===== src/design/spcr_pkg.sv =====
// ----------------------------------------------------------------------------
// spcr_pkg: shared types and constants of the switch panel change reporter
// Field widths, frame byte constants, angle scaling constants and the
// structures that pass between the front end, the frame queue and the back end.
// ----------------------------------------------------------------------------
package spcr_pkg;

    // Steering converter width and the fixed switch group widths.
    localparam int ADC_BITS   = 12;
    localparam int DEADBAND_W = 12;
    localparam int SPEED_W    = 5;
    localparam int MODE_PIN_W = 2;
    localparam int SHEAR_PIN_W = 2;
    localparam int LEVER_PIN_W = 4;
    localparam int STEER_PIN_W = 5;

    // Input stream packing, lowest field first, padded to whole bytes.
    localparam int SPEED_LSB  = 0;
    localparam int MODE_LSB   = SPEED_LSB + SPEED_W;
    localparam int SHEAR_LSB  = MODE_LSB + MODE_PIN_W;
    localparam int LEVER_LSB  = SHEAR_LSB + SHEAR_PIN_W;
    localparam int STEER_LSB  = LEVER_LSB + LEVER_PIN_W;
    localparam int ADC_LSB    = STEER_LSB + STEER_PIN_W;
    localparam int SCAN_BITS  = ADC_LSB + ADC_BITS;
    localparam int S_TDATA_W  = ((SCAN_BITS + 7) / 8) * 8;

    // Report frame framing bytes.
    localparam logic [7:0] FRAME_HEADER  = 8'hAA;
    localparam logic [7:0] FRAME_TRAILER = 8'hFF;
    localparam int FRAME_LEN = 8;
    localparam int BYTE_IDX_W = $clog2(FRAME_LEN);

    // Steering angle: sample * 181 / 4036, clamped to 180.
    localparam int ANGLE_W     = 8;
    localparam int ANGLE_MUL   = 181;
    localparam int ANGLE_DIV   = 4036;
    localparam int ANGLE_MAX   = 180;
    localparam int PROD_W      = ADC_BITS + 8;
    localparam int QUOT_W      = PROD_W - $clog2(ANGLE_DIV) + 1;
    localparam int RECIP_SHIFT = 32;
    localparam int RECIP_W     = RECIP_SHIFT - $clog2(ANGLE_DIV) + 1;
    localparam logic [RECIP_W-1:0] RECIP =
        RECIP_W'((64'd1 << RECIP_SHIFT) / ANGLE_DIV);

    // Frame queue depth.
    localparam int FIFO_DEPTH = 4;
    localparam int FIFO_PTR_W = $clog2(FIFO_DEPTH);

    // One scan as unpacked from the input stream.
    typedef struct packed {
        logic [ADC_BITS-1:0]    adc_sample;
        logic [STEER_PIN_W-1:0] steer_pins;
        logic [LEVER_PIN_W-1:0] lever_pins;
        logic [SHEAR_PIN_W-1:0] shear_pins;
        logic [MODE_PIN_W-1:0]  mode_pins;
        logic [SPEED_W-1:0]     speed_pins;
    } scan_t;

    // Values carried by one report frame plus the end-of-scan mark.
    typedef struct packed {
        logic               scan_last;
        logic [1:0]         shear;
        logic [2:0]         lever;
        logic [ANGLE_W-1:0] angle;
        logic [2:0]         steer_mode;
        logic [2:0]         speed;
        logic [1:0]         mode;
    } frame_desc_t;

    // Write side of the frame queue.
    typedef struct packed {
        logic        push;
        frame_desc_t desc;
    } fifo_wr_t;

    // Read side of the frame queue.
    typedef struct packed {
        logic        valid;
        frame_desc_t desc;
    } fifo_rd_t;

    // Lowest pressed (low) pin of a five-pin group gives 1..5, none gives 0.
    function automatic logic [2:0] lowest_pressed5(input logic [4:0] pins);
        logic [2:0] code;
        code = 3'd0;
        for (int i = 4; i >= 0; i--) begin
            if (!pins[i]) begin
                code = 3'(i + 1);
            end
        end
        return code;
    endfunction

    // Two-pin group: first pin gives 1, else second pin gives 3, else 2.
    function automatic logic [1:0] pair_code(input logic [1:0] pins);
        logic [1:0] code;
        if (!pins[0]) begin
            code = 2'd1;
        end else if (!pins[1]) begin
            code = 2'd3;
        end else begin
            code = 2'd2;
        end
        return code;
    endfunction

    // Lever: forward 1, reverse 2, right 4, left 3, in that priority.
    function automatic logic [2:0] lever_code(input logic [3:0] pins);
        logic [2:0] code;
        if (!pins[0]) begin
            code = 3'd1;
        end else if (!pins[1]) begin
            code = 3'd2;
        end else if (!pins[2]) begin
            code = 3'd4;
        end else if (!pins[3]) begin
            code = 3'd3;
        end else begin
            code = 3'd0;
        end
        return code;
    endfunction

endpackage


===== src/design/spcr_front.sv =====
// ----------------------------------------------------------------------------
// spcr_front: scan intake and change detection
// Holds one scan in an input register, encodes the switch groups, runs the
// deadband test and angle scaling, and queues one frame per changed value.
// ----------------------------------------------------------------------------
module spcr_front (
    input  logic                                clk,
    input  logic                                rst_n,
    input  logic                                scan_valid,
    output logic                                scan_ready,
    input  spcr_pkg::scan_t                     scan,
    input  logic [spcr_pkg::DEADBAND_W-1:0]     deadband,
    output spcr_pkg::fifo_wr_t                  wr,
    input  logic                                fifo_full
);
    import spcr_pkg::*;

    localparam int CMP_W = (ADC_BITS > DEADBAND_W) ? ADC_BITS : DEADBAND_W;

    // Value groups in the order they are handled within a scan.
    localparam logic [2:0] GRP_SPEED = 3'd0;
    localparam logic [2:0] GRP_MODE  = 3'd1;
    localparam logic [2:0] GRP_SHEAR = 3'd2;
    localparam logic [2:0] GRP_LEVER = 3'd3;
    localparam logic [2:0] GRP_STEER = 3'd4;
    localparam logic [2:0] GRP_ANGLE = 3'd5;

    typedef enum logic [1:0] {
        ST_IDLE,
        ST_MUL,
        ST_DIV,
        ST_EMIT
    } state_t;

    state_t                  state_reg;
    logic [2:0]              group_reg;
    logic [5:0]              chg_reg;

    logic                    hold_valid_reg;
    scan_t                   hold_scan_reg;

    logic [2:0]              speed_reg;
    logic [1:0]              mode_reg;
    logic [1:0]              shear_reg;
    logic [2:0]              lever_reg;
    logic [2:0]              steer_reg;
    logic [ADC_BITS-1:0]     sample_reg;
    logic [ANGLE_W-1:0]      angle_reg;

    logic [2:0]              new_speed_reg;
    logic [1:0]              new_mode_reg;
    logic [1:0]              new_shear_reg;
    logic [2:0]              new_lever_reg;
    logic [2:0]              new_steer_reg;
    logic [ANGLE_W-1:0]      new_angle_reg;
    logic                    pass_reg;
    logic [PROD_W-1:0]       prod_reg;
    logic [QUOT_W-1:0]       quot_reg;

    logic                    take;
    logic [2:0]              c_speed;
    logic [1:0]              c_mode;
    logic [1:0]              c_shear;
    logic [2:0]              c_lever;
    logic [2:0]              c_steer;
    logic [ADC_BITS-1:0]     diff;
    logic                    pass;
    logic [PROD_W+RECIP_W-1:0] recip_prod;
    logic [PROD_W-1:0]       rem;
    logic [QUOT_W-1:0]       quot_fix;
    logic [ANGLE_W-1:0]      angle_next;
    logic                    cur_chg;
    logic                    push;

    // The input register frees the stream while a scan is being handled.
    assign scan_ready = !hold_valid_reg;
    assign take = (state_reg == ST_IDLE) && hold_valid_reg;

    always_ff @(posedge clk or negedge rst_n) begin
        if (!rst_n) begin
            hold_valid_reg <= 1'b0;
        end else if (scan_valid && scan_ready) begin
            hold_valid_reg <= 1'b1;
        end else if (take) begin
            hold_valid_reg <= 1'b0;
        end
    end

    always_ff @(posedge clk) begin
        if (scan_valid && scan_ready) begin
            hold_scan_reg <= scan;
        end
    end

    // Group encoding and deadband test on the held scan.
    always_comb begin
        c_speed = lowest_pressed5(hold_scan_reg.speed_pins);
        c_mode  = pair_code(hold_scan_reg.mode_pins);
        c_shear = pair_code(hold_scan_reg.shear_pins);
        c_lever = lever_code(hold_scan_reg.lever_pins);
        c_steer = lowest_pressed5(hold_scan_reg.steer_pins);
        if (hold_scan_reg.adc_sample >= sample_reg) begin
            diff = hold_scan_reg.adc_sample - sample_reg;
        end else begin
            diff = sample_reg - hold_scan_reg.adc_sample;
        end
        pass = CMP_W'(diff) > CMP_W'(deadband);
    end

    // Division by the scale constant: reciprocal estimate, then one correction.
    assign recip_prod = (PROD_W+RECIP_W)'(prod_reg) * (PROD_W+RECIP_W)'(RECIP);

    always_comb begin
        rem = prod_reg - PROD_W'(PROD_W'(quot_reg) * PROD_W'(ANGLE_DIV));
        if (rem >= PROD_W'(ANGLE_DIV)) begin
            quot_fix = quot_reg + QUOT_W'(1);
        end else begin
            quot_fix = quot_reg;
        end
        if (32'(quot_fix) > 32'(ANGLE_MAX)) begin
            angle_next = ANGLE_W'(ANGLE_MAX);
        end else begin
            angle_next = ANGLE_W'(quot_fix);
        end
    end

    // Frame push: values as they stand once the current group is updated.
    always_comb begin
        cur_chg = chg_reg[group_reg];
        push    = (state_reg == ST_EMIT) && cur_chg && !fifo_full;
        wr.push = push;
        wr.desc.speed      = (group_reg == GRP_SPEED) ? new_speed_reg : speed_reg;
        wr.desc.mode       = (group_reg == GRP_MODE)  ? new_mode_reg  : mode_reg;
        wr.desc.shear      = (group_reg == GRP_SHEAR) ? new_shear_reg : shear_reg;
        wr.desc.lever      = (group_reg == GRP_LEVER) ? new_lever_reg : lever_reg;
        wr.desc.steer_mode = (group_reg == GRP_STEER) ? new_steer_reg : steer_reg;
        wr.desc.angle      = (group_reg == GRP_ANGLE) ? new_angle_reg : angle_reg;
        // No later group changes when nothing above the current bit is set.
        wr.desc.scan_last  = ((chg_reg >> group_reg) == 6'd1);
    end

    // Scan sequencer and the stored values.
    always_ff @(posedge clk or negedge rst_n) begin
        if (!rst_n) begin
            state_reg     <= ST_IDLE;
            group_reg     <= GRP_SPEED;
            chg_reg       <= '0;
            speed_reg     <= '0;
            mode_reg      <= '0;
            shear_reg     <= '0;
            lever_reg     <= '0;
            steer_reg     <= '0;
            sample_reg    <= '0;
            angle_reg     <= '0;
            new_speed_reg <= '0;
            new_mode_reg  <= '0;
            new_shear_reg <= '0;
            new_lever_reg <= '0;
            new_steer_reg <= '0;
            new_angle_reg <= '0;
            pass_reg      <= 1'b0;
            prod_reg      <= '0;
            quot_reg      <= '0;
        end else begin
            case (state_reg)
                ST_IDLE: begin
                    if (take) begin
                        new_speed_reg <= c_speed;
                        new_mode_reg  <= c_mode;
                        new_shear_reg <= c_shear;
                        new_lever_reg <= c_lever;
                        new_steer_reg <= c_steer;
                        chg_reg[GRP_SPEED] <= (c_speed != speed_reg);
                        chg_reg[GRP_MODE]  <= (c_mode != mode_reg);
                        chg_reg[GRP_SHEAR] <= (c_shear != shear_reg);
                        chg_reg[GRP_LEVER] <= (c_lever != lever_reg);
                        chg_reg[GRP_STEER] <= (c_steer != steer_reg);
                        chg_reg[GRP_ANGLE] <= 1'b0;
                        pass_reg <= pass;
                        prod_reg <= PROD_W'(hold_scan_reg.adc_sample) * PROD_W'(ANGLE_MUL);
                        if (pass) begin
                            sample_reg <= hold_scan_reg.adc_sample;
                        end
                        state_reg <= ST_MUL;
                    end
                end
                ST_MUL: begin
                    quot_reg  <= QUOT_W'(recip_prod >> RECIP_SHIFT);
                    state_reg <= ST_DIV;
                end
                ST_DIV: begin
                    new_angle_reg      <= angle_next;
                    chg_reg[GRP_ANGLE] <= pass_reg && (angle_next != angle_reg);
                    group_reg          <= GRP_SPEED;
                    state_reg          <= ST_EMIT;
                end
                ST_EMIT: begin
                    if (push) begin
                        case (group_reg)
                            GRP_SPEED: speed_reg <= new_speed_reg;
                            GRP_MODE:  mode_reg  <= new_mode_reg;
                            GRP_SHEAR: shear_reg <= new_shear_reg;
                            GRP_LEVER: lever_reg <= new_lever_reg;
                            GRP_STEER: steer_reg <= new_steer_reg;
                            GRP_ANGLE: angle_reg <= new_angle_reg;
                            default:   speed_reg <= speed_reg;
                        endcase
                    end
                    if (!(cur_chg && fifo_full)) begin
                        if (group_reg == GRP_ANGLE) begin
                            state_reg <= ST_IDLE;
                        end else begin
                            group_reg <= group_reg + 3'd1;
                        end
                    end
                end
                default: begin
                    state_reg <= ST_IDLE;
                end
            endcase
        end
    end

endmodule


===== src/design/spcr_fifo.sv =====
// ----------------------------------------------------------------------------
// spcr_fifo: frame queue
// A short queue of frame descriptors between the front end and the byte
// serializer, so that each side can stall on its own.
// ----------------------------------------------------------------------------
module spcr_fifo (
    input  logic               clk,
    input  logic               rst_n,
    input  spcr_pkg::fifo_wr_t wr,
    output logic               full,
    input  logic               pop,
    output spcr_pkg::fifo_rd_t rd
);
    import spcr_pkg::*;

    frame_desc_t             mem_reg [FIFO_DEPTH];
    logic [FIFO_PTR_W-1:0]   wr_ptr_reg;
    logic [FIFO_PTR_W-1:0]   rd_ptr_reg;
    logic [FIFO_PTR_W:0]     count_reg;
    logic                    do_push;
    logic                    do_pop;

    assign full     = (count_reg == (FIFO_PTR_W+1)'(FIFO_DEPTH));
    assign rd.valid = (count_reg != '0);
    assign rd.desc  = mem_reg[rd_ptr_reg];
    assign do_push  = wr.push && !full;
    assign do_pop   = pop && rd.valid;

    // Pointers and fill count.
    always_ff @(posedge clk or negedge rst_n) begin
        if (!rst_n) begin
            wr_ptr_reg <= '0;
            rd_ptr_reg <= '0;
            count_reg  <= '0;
        end else begin
            if (do_push) begin
                wr_ptr_reg <= wr_ptr_reg + FIFO_PTR_W'(1);
            end
            if (do_pop) begin
                rd_ptr_reg <= rd_ptr_reg + FIFO_PTR_W'(1);
            end
            if (do_push && !do_pop) begin
                count_reg <= count_reg + (FIFO_PTR_W+1)'(1);
            end else if (do_pop && !do_push) begin
                count_reg <= count_reg - (FIFO_PTR_W+1)'(1);
            end
        end
    end

    // Storage.
    always_ff @(posedge clk) begin
        if (do_push) begin
            mem_reg[wr_ptr_reg] <= wr.desc;
        end
    end

endmodule


===== src/design/spcr_back.sv =====
// ----------------------------------------------------------------------------
// spcr_back: frame serializer
// Takes frame descriptors from the queue and sends each as eight bytes,
// one per cycle while m_tready is high, through a registered output stage.
// ----------------------------------------------------------------------------
module spcr_back (
    input  logic               clk,
    input  logic               rst_n,
    input  spcr_pkg::fifo_rd_t rd,
    output logic               pop,
    output logic               m_tvalid,
    input  logic               m_tready,
    output logic [7:0]         m_tdata,
    output logic               m_tlast,
    output logic [0:0]         m_tuser
);
    import spcr_pkg::*;

    logic                  busy_reg;
    frame_desc_t           desc_reg;
    logic [BYTE_IDX_W-1:0] idx_reg;
    logic                  out_valid_reg;
    logic [7:0]            out_byte_reg;
    logic                  out_end_reg;
    logic                  out_last_reg;

    logic [7:0]            frame_bytes [FRAME_LEN];
    logic                  load;
    logic                  final_byte;

    // Frame layout in transmit order.
    always_comb begin
        frame_bytes[0] = FRAME_HEADER;
        frame_bytes[1] = 8'(desc_reg.mode);
        frame_bytes[2] = 8'(desc_reg.speed);
        frame_bytes[3] = 8'(desc_reg.steer_mode);
        frame_bytes[4] = 8'(desc_reg.angle);
        frame_bytes[5] = 8'(desc_reg.lever);
        frame_bytes[6] = 8'(desc_reg.shear);
        frame_bytes[7] = FRAME_TRAILER;
    end

    assign load       = busy_reg && (!out_valid_reg || m_tready);
    assign final_byte = (idx_reg == BYTE_IDX_W'(FRAME_LEN - 1));
    // The next frame is fetched as the current one sends its trailer.
    assign pop        = !busy_reg || (load && final_byte);

    always_ff @(posedge clk or negedge rst_n) begin
        if (!rst_n) begin
            busy_reg      <= 1'b0;
            idx_reg       <= '0;
            out_valid_reg <= 1'b0;
            desc_reg      <= '0;
            out_byte_reg  <= '0;
            out_end_reg   <= 1'b0;
            out_last_reg  <= 1'b0;
        end else begin
            // Output register: load a byte, or clear once taken. The byte
            // index wraps back to zero as the trailer is loaded.
            if (load) begin
                out_valid_reg <= 1'b1;
                out_byte_reg  <= frame_bytes[idx_reg];
                out_end_reg   <= final_byte;
                out_last_reg  <= final_byte && desc_reg.scan_last;
                idx_reg       <= idx_reg + BYTE_IDX_W'(1);
            end else if (m_tready) begin
                out_valid_reg <= 1'b0;
            end
            // Descriptor register.
            if (pop) begin
                busy_reg <= rd.valid;
                if (rd.valid) begin
                    desc_reg <= rd.desc;
                end
            end
        end
    end

    assign m_tvalid   = out_valid_reg;
    assign m_tdata    = out_byte_reg;
    assign m_tlast    = out_end_reg;
    assign m_tuser[0] = out_last_reg;

endmodule


===== src/design/switch_panel_change_reporter.sv =====
// Flow: the front end takes a scan through intake, multiply, divide and six group
// steps and can hold the next scan in its input register meanwhile; each frame
// leaves as eight output bytes.
// Reset: rst_n low clears all stored switch codes, sample and angle to zero,
// sets deadband to 25, and empties the input register, queue and output stage.
// ----------------------------------------------------------------------------
// switch_panel_change_reporter: top level
// Unpacks scans from the input stream, holds the deadband register on the
// configuration port, and joins the front end, frame queue and serializer.
// ----------------------------------------------------------------------------
module switch_panel_change_reporter (
    input  logic                          clk,
    input  logic                          rst_n,
    // Scan stream. tdata from bit 0: speed_pins[4:0], mode_pins[6:5],
    // shear_pins[8:7], lever_pins[12:9], steer_pins[17:13], adc_sample[29:18].
    input  logic                          s_tvalid,
    output logic                          s_tready,
    input  logic [spcr_pkg::S_TDATA_W-1:0] s_tdata,
    // Report byte stream. tdata: tx_byte[7:0]. tlast: frame_end.
    // tuser: last[0].
    output logic                          m_tvalid,
    input  logic                          m_tready,
    output logic [7:0]                    m_tdata,
    output logic                          m_tlast,
    output logic [0:0]                    m_tuser,
    // Configuration port.
    input  logic                          psel,
    input  logic                          penable,
    input  logic                          pwrite,
    input  logic [2:0]                    paddr,
    input  logic [31:0]                   pwdata,
    output logic [31:0]                   prdata,
    output logic                          pready
);
    import spcr_pkg::*;

    localparam logic DEADBAND_ADDR = 1'b0;
    localparam logic [DEADBAND_W-1:0] DEADBAND_RESET = DEADBAND_W'(25);

    logic [DEADBAND_W-1:0] deadband_reg;
    scan_t                 scan;
    fifo_wr_t              fifo_wr;
    fifo_rd_t              fifo_rd;
    logic                  fifo_full;
    logic                  fifo_pop;
    logic                  cfg_write;

    // Configuration register.
    assign pready    = 1'b1;
    assign cfg_write = psel && penable && pwrite && pready;

    always_ff @(posedge clk or negedge rst_n) begin
        if (!rst_n) begin
            deadband_reg <= DEADBAND_RESET;
        end else if (cfg_write && (paddr[2] == DEADBAND_ADDR)) begin
            deadband_reg <= pwdata[DEADBAND_W-1:0];
        end
    end

    assign prdata = (paddr[2] == DEADBAND_ADDR) ? 32'(deadband_reg) : 32'd0;

    // Scan unpacking.
    always_comb begin
        scan.speed_pins = s_tdata[SPEED_LSB +: SPEED_W];
        scan.mode_pins  = s_tdata[MODE_LSB +: MODE_PIN_W];
        scan.shear_pins = s_tdata[SHEAR_LSB +: SHEAR_PIN_W];
        scan.lever_pins = s_tdata[LEVER_LSB +: LEVER_PIN_W];
        scan.steer_pins = s_tdata[STEER_LSB +: STEER_PIN_W];
        scan.adc_sample = s_tdata[ADC_LSB +: ADC_BITS];
    end

    spcr_front u_front (
        .clk        (clk),
        .rst_n      (rst_n),
        .scan_valid (s_tvalid),
        .scan_ready (s_tready),
        .scan       (scan),
        .deadband   (deadband_reg),
        .wr         (fifo_wr),
        .fifo_full  (fifo_full)
    );

    spcr_fifo u_fifo (
        .clk   (clk),
        .rst_n (rst_n),
        .wr    (fifo_wr),
        .full  (fifo_full),
        .pop   (fifo_pop),
        .rd    (fifo_rd)
    );

    spcr_back u_back (
        .clk      (clk),
        .rst_n    (rst_n),
        .rd       (fifo_rd),
        .pop      (fifo_pop),
        .m_tvalid (m_tvalid),
        .m_tready (m_tready),
        .m_tdata  (m_tdata),
        .m_tlast  (m_tlast),
        .m_tuser  (m_tuser)
    );

    // The end-of-scan mark only ever sits on a frame trailer.
    a_last_on_trailer: assert property (@(posedge clk) disable iff (!rst_n)
        (m_tvalid && m_tuser[0]) |-> (m_tlast && (m_tdata == FRAME_TRAILER)))
        else $error("end-of-scan mark outside a frame trailer");

    // After a trailer transaction the next byte shown is a header.
    a_header_follows: assert property (@(posedge clk) disable iff (!rst_n)
        (m_tvalid && m_tready && m_tlast) |=> (!m_tvalid || (m_tdata == FRAME_HEADER)))
        else $error("frame does not start with a header");

    // The front end never pushes into a full queue.
    a_no_overflow: assert property (@(posedge clk) disable iff (!rst_n)
        fifo_wr.push |-> !fifo_full)
        else $error("frame queue overflow");

    // A deadband write takes effect at the next cycle.
    a_cfg_write: assert property (@(posedge clk) disable iff (!rst_n)
        (cfg_write && (paddr[2] == DEADBAND_ADDR)) |=>
            (deadband_reg == $past(pwdata[DEADBAND_W-1:0])))
        else $error("deadband write lost");

endmodule

===== config.mk =====
export PLATFORM = sky130hd
export DESIGN_NAME = switch_panel_change_reporter
export DESIGN_NICKNAME = d
export VERILOG_FILES = /design/src/design/spcr_pkg.sv /design/src/design/spcr_front.sv /design/src/design/spcr_fifo.sv /design/src/design/spcr_back.sv /design/src/design/switch_panel_change_reporter.sv
export SDC_FILE = /design/constraint.sdc
export NUM_CORES = 1
export LEC_CHECK = 0
export ABC_AREA = 1
export BUFFER_PORTS_ARGS = -buffer_cell sky130_fd_sc_hd__buf_4
export CORE_ASPECT_RATIO = 2
export CORE_MARGIN = 10
export CORE_UTILIZATION = 35
export DETAILED_ROUTE_END_ITERATION = 16
export PLACE_DENSITY = 0.52
export SLEW_MARGIN = 40
export SYNTH_ARGS = -nofsm -noshare
export SYNTH_HDL_FRONTEND = slang
export SYNTH_HIERARCHICAL = 1
export SYNTH_SLANG_ARGS = --single-unit

===== constraint.sdc =====
create_clock -name clk -period 5.91 [get_ports clk]
set_input_delay 0.591 -clock clk [delete_from_list [all_inputs] [get_ports clk]]
set_output_delay 0.591 -clock clk [all_outputs]
set_load 0.02 [all_outputs]

==> results by group, run 1 <==
Detailed routing
  • DR vias/cell: 4.778
  • Post-route ant nets: 0
  • Final wirelength: 64.71 mm
  • Vias after detailed routing: 18.04k
  • 1st-iter DRT viols: 693
  • DR WL/cell: 17.14 um
  • DRC Markers: 0
  • First-pass DRT Iterations: 5

Setup path
  • Endpoint class of the critical path: flop
  • Crit-path max cell delay: 640 ps
  • Worst EP arrival: 6980 ps
  • Worst r2r dst: u_front/chg_reg[5]$_DFFE_PN0P_
  • Critical Path RT: 6370 ps
  • Setup crit start kind: flop
  • Slowest cell on the critical path: fa_2
  • Reg2Reg Setup Slack: -600 ps
  • Most common cell on crit path: nand2_1
  • Critical R2R Launch: u_front/quot_reg[1]$_DFFE_PN0N_
  • Crit path max fanout: 4
  • Reg2reg path depth: 38
  • Worst setup path category: flop to flop

Floorplanning
  • Die Wd: 203.1 um
  • Initial core utilization: 0.3524
  • Die height: 386.1 um
  • Total core area: 0.06656 mm2
  • Full die area: 0.07840 mm2
  • IO Pins: 119
  • Site row count: 134

Min path
  • Hold path endpoint: u_front/hold_scan_reg[16]$_DFFE_PP_
  • Hold Path Class: primary input to flop
  • Hold path start: s_tdata[16]
  • Worst Hold Depth: 1

GRT
  • Vias in the first global route: 19.28k
  • Total gr overflow: 0
  • Pin count of the biggest net entering global routing: 91
  • GRT Overall Usage: 0.1657
  • First-pass GRT wire length: 102.3 mm
  • Antenna violations before repair: 0

Synthesis
  • Seq/Total Area, Yosys: 0.3134
  • Synth top cells by count: inv_1, nand2_1, ha_1, fa_1, dfrtp_1
  • Avg Cell Area, Syn: 8.697 um2
  • Top-area cell type share of the netlist area: 0.1600
  • Synth warnings: 6
  • Synth Register Bits: 270
  • Mapped Cells: 2,697
  • Cell taking the most area after synthesis: ha_1
  • Number of synthesized flops with an enable pin: 118
  • Ys flop type: dfrtp_1
  • Top cells by area, synth: ha_1, dfrtp_1, edfxtp_1
  • Count leader, synth: inv_1
  • Synth async-reset ratio: 0.5630
  • Post-synth cell types: 59
  • Synthesized area: 0.02345 mm2

STA
  • Final hold violations: 0
  • Setup ws final: -604.1 ps
  • Final period util: 1.102
  • Clk_skew: 45.71 ps
  • Final setup vio count: 9
  • Min Tclk post-route: 6514 ps
  • Slew HR: 0.5250
  • Pins Over Slew Limit: 0
  • Max frequency: 153.5 MHz
  • RSZ-0062 raised after global routing: yes
  • Worst-margin pin slew: 712.5 ps

Final layout
  • N_diodes: 0
  • Layout cells sized above 1: 0.1311
  • Max reg flops: 88
  • NumNets Final: 3,410
  • P&R area growth vs syn: 14.73%

Placement
  • PortBufs: 73
  • Post-DP HPWL: 53.64 mm
  • Dpl ws: -577.6 ps
  • Routability cong.: 0.8888

Run status
  • Failing checks: setup timing
  • Outcome: complete, but fails checks

Clock network
  • Max H-tree Level: 1
  • Clk Tree Root Cell: clkbuf_16
  • Clk sink count: 270
  • CTS Buffer Depth: 3
  • Clock buffer count from CTS: 27
  • Clk_lat worst skew: 610 ps
  • Clock transition at the registers of the reported paths: 80 ps
  • CTS tree: done

Flow run
  • Max-cap violation count: 0
## per-stage QoR
step | hold slack, ps | setup TNS, ps | std cells | utilization | cell area (um2)
6_report | 156.7 | -2377 | 3776 | 0.4043 | 26910
5_1_grt | 126.0 | -5101 | 3776 | 0.4043 | 26910
4_1_cts | 117.3 | -1740 | 3770 | 0.4008 | 26680
3_5_place_dp | 461.9 | -2173 | 3707 | 0.3848 | 25610
3_3_place_gp | 456.8 | -1148 | 3706 | 0.3842 | 25580
2_1_floorplan | 295.4 | -72.85 | 2716 | - | 23580
## worst max-delay path by stage
stage	start	end	depth (start not counted)
floorplan	u_front/quot_reg[1]$_DFFE_PN0N_	u_front/chg_reg[5]$_DFFE_PN0P_	41
global placement	u_front/quot_reg[1]$_DFFE_PN0N_	u_front/chg_reg[5]$_DFFE_PN0P_	37
detailed placement	u_front/quot_reg[1]$_DFFE_PN0N_	u_front/chg_reg[5]$_DFFE_PN0P_	37
CTS	u_front/quot_reg[0]$_DFFE_PN0N_	u_front/chg_reg[5]$_DFFE_PN0P_	41
global route	u_front/quot_reg[1]$_DFFE_PN0N_	u_front/chg_reg[5]$_DFFE_PN0P_	41
finish	u_front/quot_reg[1]$_DFFE_PN0N_	u_front/chg_reg[5]$_DFFE_PN0P_	38
## layer usage
layer | vias up | routed length (um) | track usage
li1 | 8881 | - | -
met5 | - | 0 | 0
met2 | 260 | 38380 | 0.3471
met1 | 8784 | 21630 | 0.1517
met4 | 0 | 3231 | 0.08113
met3 | 115 | 1466 | 0.01590
## what timing repair did
action	4_1_cts	5_1_grt
buffers inserted	10	6
cloned	2	0
gates resized for setup	35	45
hold buffers	1	0
setup endpoints to repair	10	10
pin swaps	32	48
endpoints found under the hold margin	46	0
## cells in the final DEF, fill, tap and decap left out, types with 5 or more instances in the layout
cell type and n:
a31oi_1 9, conb_1 21, inv_2 14, nor2_4 7, ha_4 7, a21oi_2 13, dfrtp_2 5, nor3_1 8
a21oi_1 90, nor2_1 80, o21bai_1 10, clkinv_1 12, fa_1 161, inv_1 588, clkbuf_16 27, dfrtp_1 144
nand2_4 6, nand3_2 8, o221ai_1 5, mux2_2 5, nand3b_1 9, xnor2_1 18, xor2_1 27, a21o_1 8
buf_4 188, nor2_2 15, nand4_1 16, o21ai_0 143, o211ai_1 48, nand3_1 117, edfxtp_1 118, nand2_1 553
nand2_2 33, ha_1 292
## cells by family (layout without fill, tap and decap cells)
logic type	after synthesis	after routing	synth area share
muxes	6	6	0.002827
xor gates and xnor gates	49	49	0.01862
DFF	270	270	0.3134
adders and majority gates	465	465	0.3009
buffers and inverters	677	851	0.1176
AOI/OAI and AO/OA	363	363	0.09069
and+or+nand+nor	865	867	0.1557
other	2	21	0.0003202
## cell type report
cell class,count,area [um2]
flip-flops and latches,270,7357
clock inverters,21,170.2
well taps,884,1106
repair buffers,193,1483
clock buffers,29,683.2
fillers,6714,39650
inverters,608,2290
multi-input cells,1771,13820
## worst max-delay path: cells and delay by family (launching register included)
family,cells,cell delay (ps)
xor gates and xnor gates,3,420
DFF,1,410
AOI/OAI and AO/OA,6,750
adders and majority gates,6,2520
buffers and inverters,5,330
and+or+nand+nor,18,1990
Power of run 1 is not shown: default switching activity piles up to over one toggle a cycle in this logic, so the estimate is an artifact.
==> run 2, diff against run 1 <==
SYNTH_HIERARCHICAL = default   (was 1)
==> results by group, run 2 <==
STA
  • Slew HR: 0.4975 (-0.02754)
  • Max frequency: 155.8 MHz (+1.5%)
  • Final period util: 1.086 (-0.01604)
  • RSZ-0062 raised after global routing: yes
  • Min Tclk post-route: 6419 ps (-94.78 ps)
  • Clk_skew: 12.76 ps (-32.95 ps)
  • Worst-margin pin slew: 753.8 ps (+41.31 ps)
  • Setup tns final: -2316 ps (+60.76 ps)
  • Setup ws final: -509.3 ps (+94.79 ps)
  • Final setup vio count: 7 (-2)
  • Pins Over Slew Limit: 0 (unchanged)
  • Final hold violations: 0 (unchanged)

Setup path
  • Reg2reg path depth: 44 (+16%)
  • Top cell family by delay on the critical path: adder cells
  • Endpoint class of the critical path: flop
  • Most common cell on crit path: nand2_1
  • Crit path buffers/inverters: 6 (+1)
  • Crit-path max cell delay: 630 ps (about the same)
  • Worst EP arrival: 6860 ps (-120 ps)
  • Slowest cell on the critical path: fa_2
  • Crit path max fanout: 7 (+3)
  • Crit. path cell count: 44 (+16%)
  • Critical Path RT: 6350 ps (-20 ps)
  • Setup crit start kind: flop
  • Worst setup path category: flop to flop

Synthesis
  • Count leader, synth: inv_1
  • Ys flop type: dfrtp_1
  • Synth top cells by count: inv_1, nand2_1, ha_1, nor2_1, o21ai_0
  • Synth async-reset ratio: 0.5630 (unchanged)
  • Number of synthesized flops with an enable pin: 118 (unchanged)
  • Mapped Cells: 2,569 (-4.7%)
  • Synthesized area: 0.02287 mm2 (-2.5%)
  • Synth warnings: 0 (-6)
  • Cell taking the most area after synthesis: ha_1
  • Avg Cell Area, Syn: 8.901 um2 (+2.3%)
  • Seq/Total Area, Yosys: 0.3215 (+0.008077)
  • Synth Register Bits: 270 (unchanged)
  • Post-synth cell types: 53 (-10%)
  • Top-area cell type share of the netlist area: 0.1642 (+0.004125)
  • Top cells by area, synth: ha_1, dfrtp_1, edfxtp_1

Final layout
  • N_diodes: 0 (unchanged)
  • Layout fillers: 6,516 (-2.9%)
  • Max reg flops: 88 (unchanged)
  • Most common cell after layout, fill and taps aside: inv_1
  • Layout cells sized above 1: 0.1413 (+0.01027)
  • P&R area growth vs syn: 16.42%
  • Commonest non-fill, non-tap cells in the layout: inv_1, nand2_1, ha_1
  • Design area: 0.02662 mm2 (-1.1%)
  • Non-filler cells, final: 3,659 (-3.1%)
  • NumNets Final: 3,307 (-3.0%)
  • Final Util: 0.4112 (+0.006877)

Floorplanning
  • Die Wd: 200.7 um (-1.1%)
  • Site row count: 132 (-1.5%)
  • Die height: 381.5 um (-1.2%)
  • Initial core utilization: 0.3532 (+0.0007994)
  • Total core area: 0.06474 mm2 (-2.7%)
  • Full die area: 0.07657 mm2 (-2.3%)
  • IO Pins: 119 (unchanged)

Placement
  • Post-DP HPWL: 52.39 mm (-2.3%)
  • Placed instance area: 0.02532 mm2 (-1.1%)
  • Routability cong.: 0.8963 (+0.84%)
  • DP Cell Count: 3,598 (-2.9%)
  • PortBufs: 73 (unchanged)

Clock network
  • Clk sink count: 270 (unchanged)
  • Clk Tree Root Cell: clkbuf_16
  • Clk_lat worst skew: 570 ps (-40 ps)
  • CTS Buffer Depth: 3 (unchanged)
  • Clock transition at the registers of the reported paths: 60 ps (-20 ps)
  • CTS tree: done
  • Clock buffer count from CTS: 26 (-3.7%)
  • Max H-tree Level: 1 (unchanged)

Detailed routing
  • DRC Markers: 0 (unchanged)
  • First-pass DRT Iterations: 5 (unchanged)
  • Final wirelength: 62.36 mm (-3.6%)
  • Vias after detailed routing: 17.52k (-2.9%)
  • Post-route ant nets: 0 (unchanged)
  • 1st-iter DRT viols: 603 (-13%)
  • DR vias/cell: 4.788 (+0.22%)
  • DR WL/cell: 17.04 um (-0.55%)

Run status
  • Failing checks: setup timing
  • Outcome: complete, but fails checks

GRT
  • GRT Overall Usage: 0.1627 (-0.002989)
  • Pin count of the biggest net entering global routing: 73 (-20%)
  • Antenna violations before repair: 0 (unchanged)
  • First-pass GRT wire length: 99.17 mm (-3.0%)
  • Vias in the first global route: 19.00k (-1.4%)
  • Total gr overflow: 0 (unchanged)

Min path
  • Hold Path Class: primary input to async pin

Flow run
  • Max-cap violation count: 0 (unchanged)
[run 2: cell families (layout without fill, tap and decap cells)]
group	after synthesis	count (layout)	share of synthesized area
AOI/OAI and AO/OA	391	391	0.09653
xor gates and xnor gates	60	60	0.02298
adders and majority gates	465	465	0.3086
buffers and inverters	592	790	0.1013
DFF	270	270	0.3215
muxes	21	21	0.01012
other	2	21	0.0003284
and+or+nand+nor	768	770	0.1387
[run 2: timing repair]
| item | 4_1_cts | 5_1_grt |
|---|---|---|
| setup buffers | 8 | 5 |
| hold buffers | 0 | 0 |
| pin swaps | 37 | 48 |
| gates cloned | 2 | 0 |
| endpoints found under the setup margin | 11 | 13 |
| gates resized for setup | 43 | 60 |
[run 2: layout make-up]
| type | instances | area, um2 | area share |
|---|---|---|---|
| clock inverters | 18 | 145.1 | 0.005452 |
| multi-input cells | 1728 | 13690 | 0.5143 |
| flip-flops and latches | 270 | 7361 | 0.2765 |
| repair buffers | 213 | 1668 | 0.06265 |
| inverters | 529 | 1989 | 0.07473 |
| well taps | 871 | 1090 | 0.04094 |
| clock buffers | 30 | 675.6 | 0.02538 |
[run 2: worst paths after layout]
| path | start | endpoint | slack [ps] |
|---|---|---|---|
| worst min-delay path | rst_n | u_back.desc_reg[10]$_DFFE_PN0P_ | 40 |
| worst min register to register | u_front.new_lever_reg[0]$_DFFE_PN0P_ | u_front.new_lever_reg[0]$_DFFE_PN0P_ | 490 |
| max in group asynchronous | rst_n | u_front.prod_reg[1]$_DFFE_PN0P_ | 4610 |
| min in group clk | s_tdata[26] | u_front.hold_scan_reg[26]$_DFFE_PP_ | 190 |
| worst max register to register | u_front.quot_reg[0]$_DFFE_PN0N_ | u_front.chg_reg[5]$_DFFE_PN0P_ | -510 |
| worst max-delay path | u_front.quot_reg[0]$_DFFE_PN0N_ | u_front.chg_reg[5]$_DFFE_PN0P_ | -510 |
[run 2: per-stage QoR]
stage               setup WS, ps  hold slack [ps]
floorplan                 -200.7            295.4
global placement          -630.0            464.1
detailed placement        -711.1            469.7
CTS                       -557.0            67.38
global route              -883.3            80.04
finish                    -509.3            43.95
[run 2: routing by layer]
metal	share of wire	GRT usage
met5	0	0
met1	0.33	0.1438
met2	0.59	0.3430
met3	0.024	0.01679
met4	0.060	0.08658
Power of run 2 is left out for the same reason.
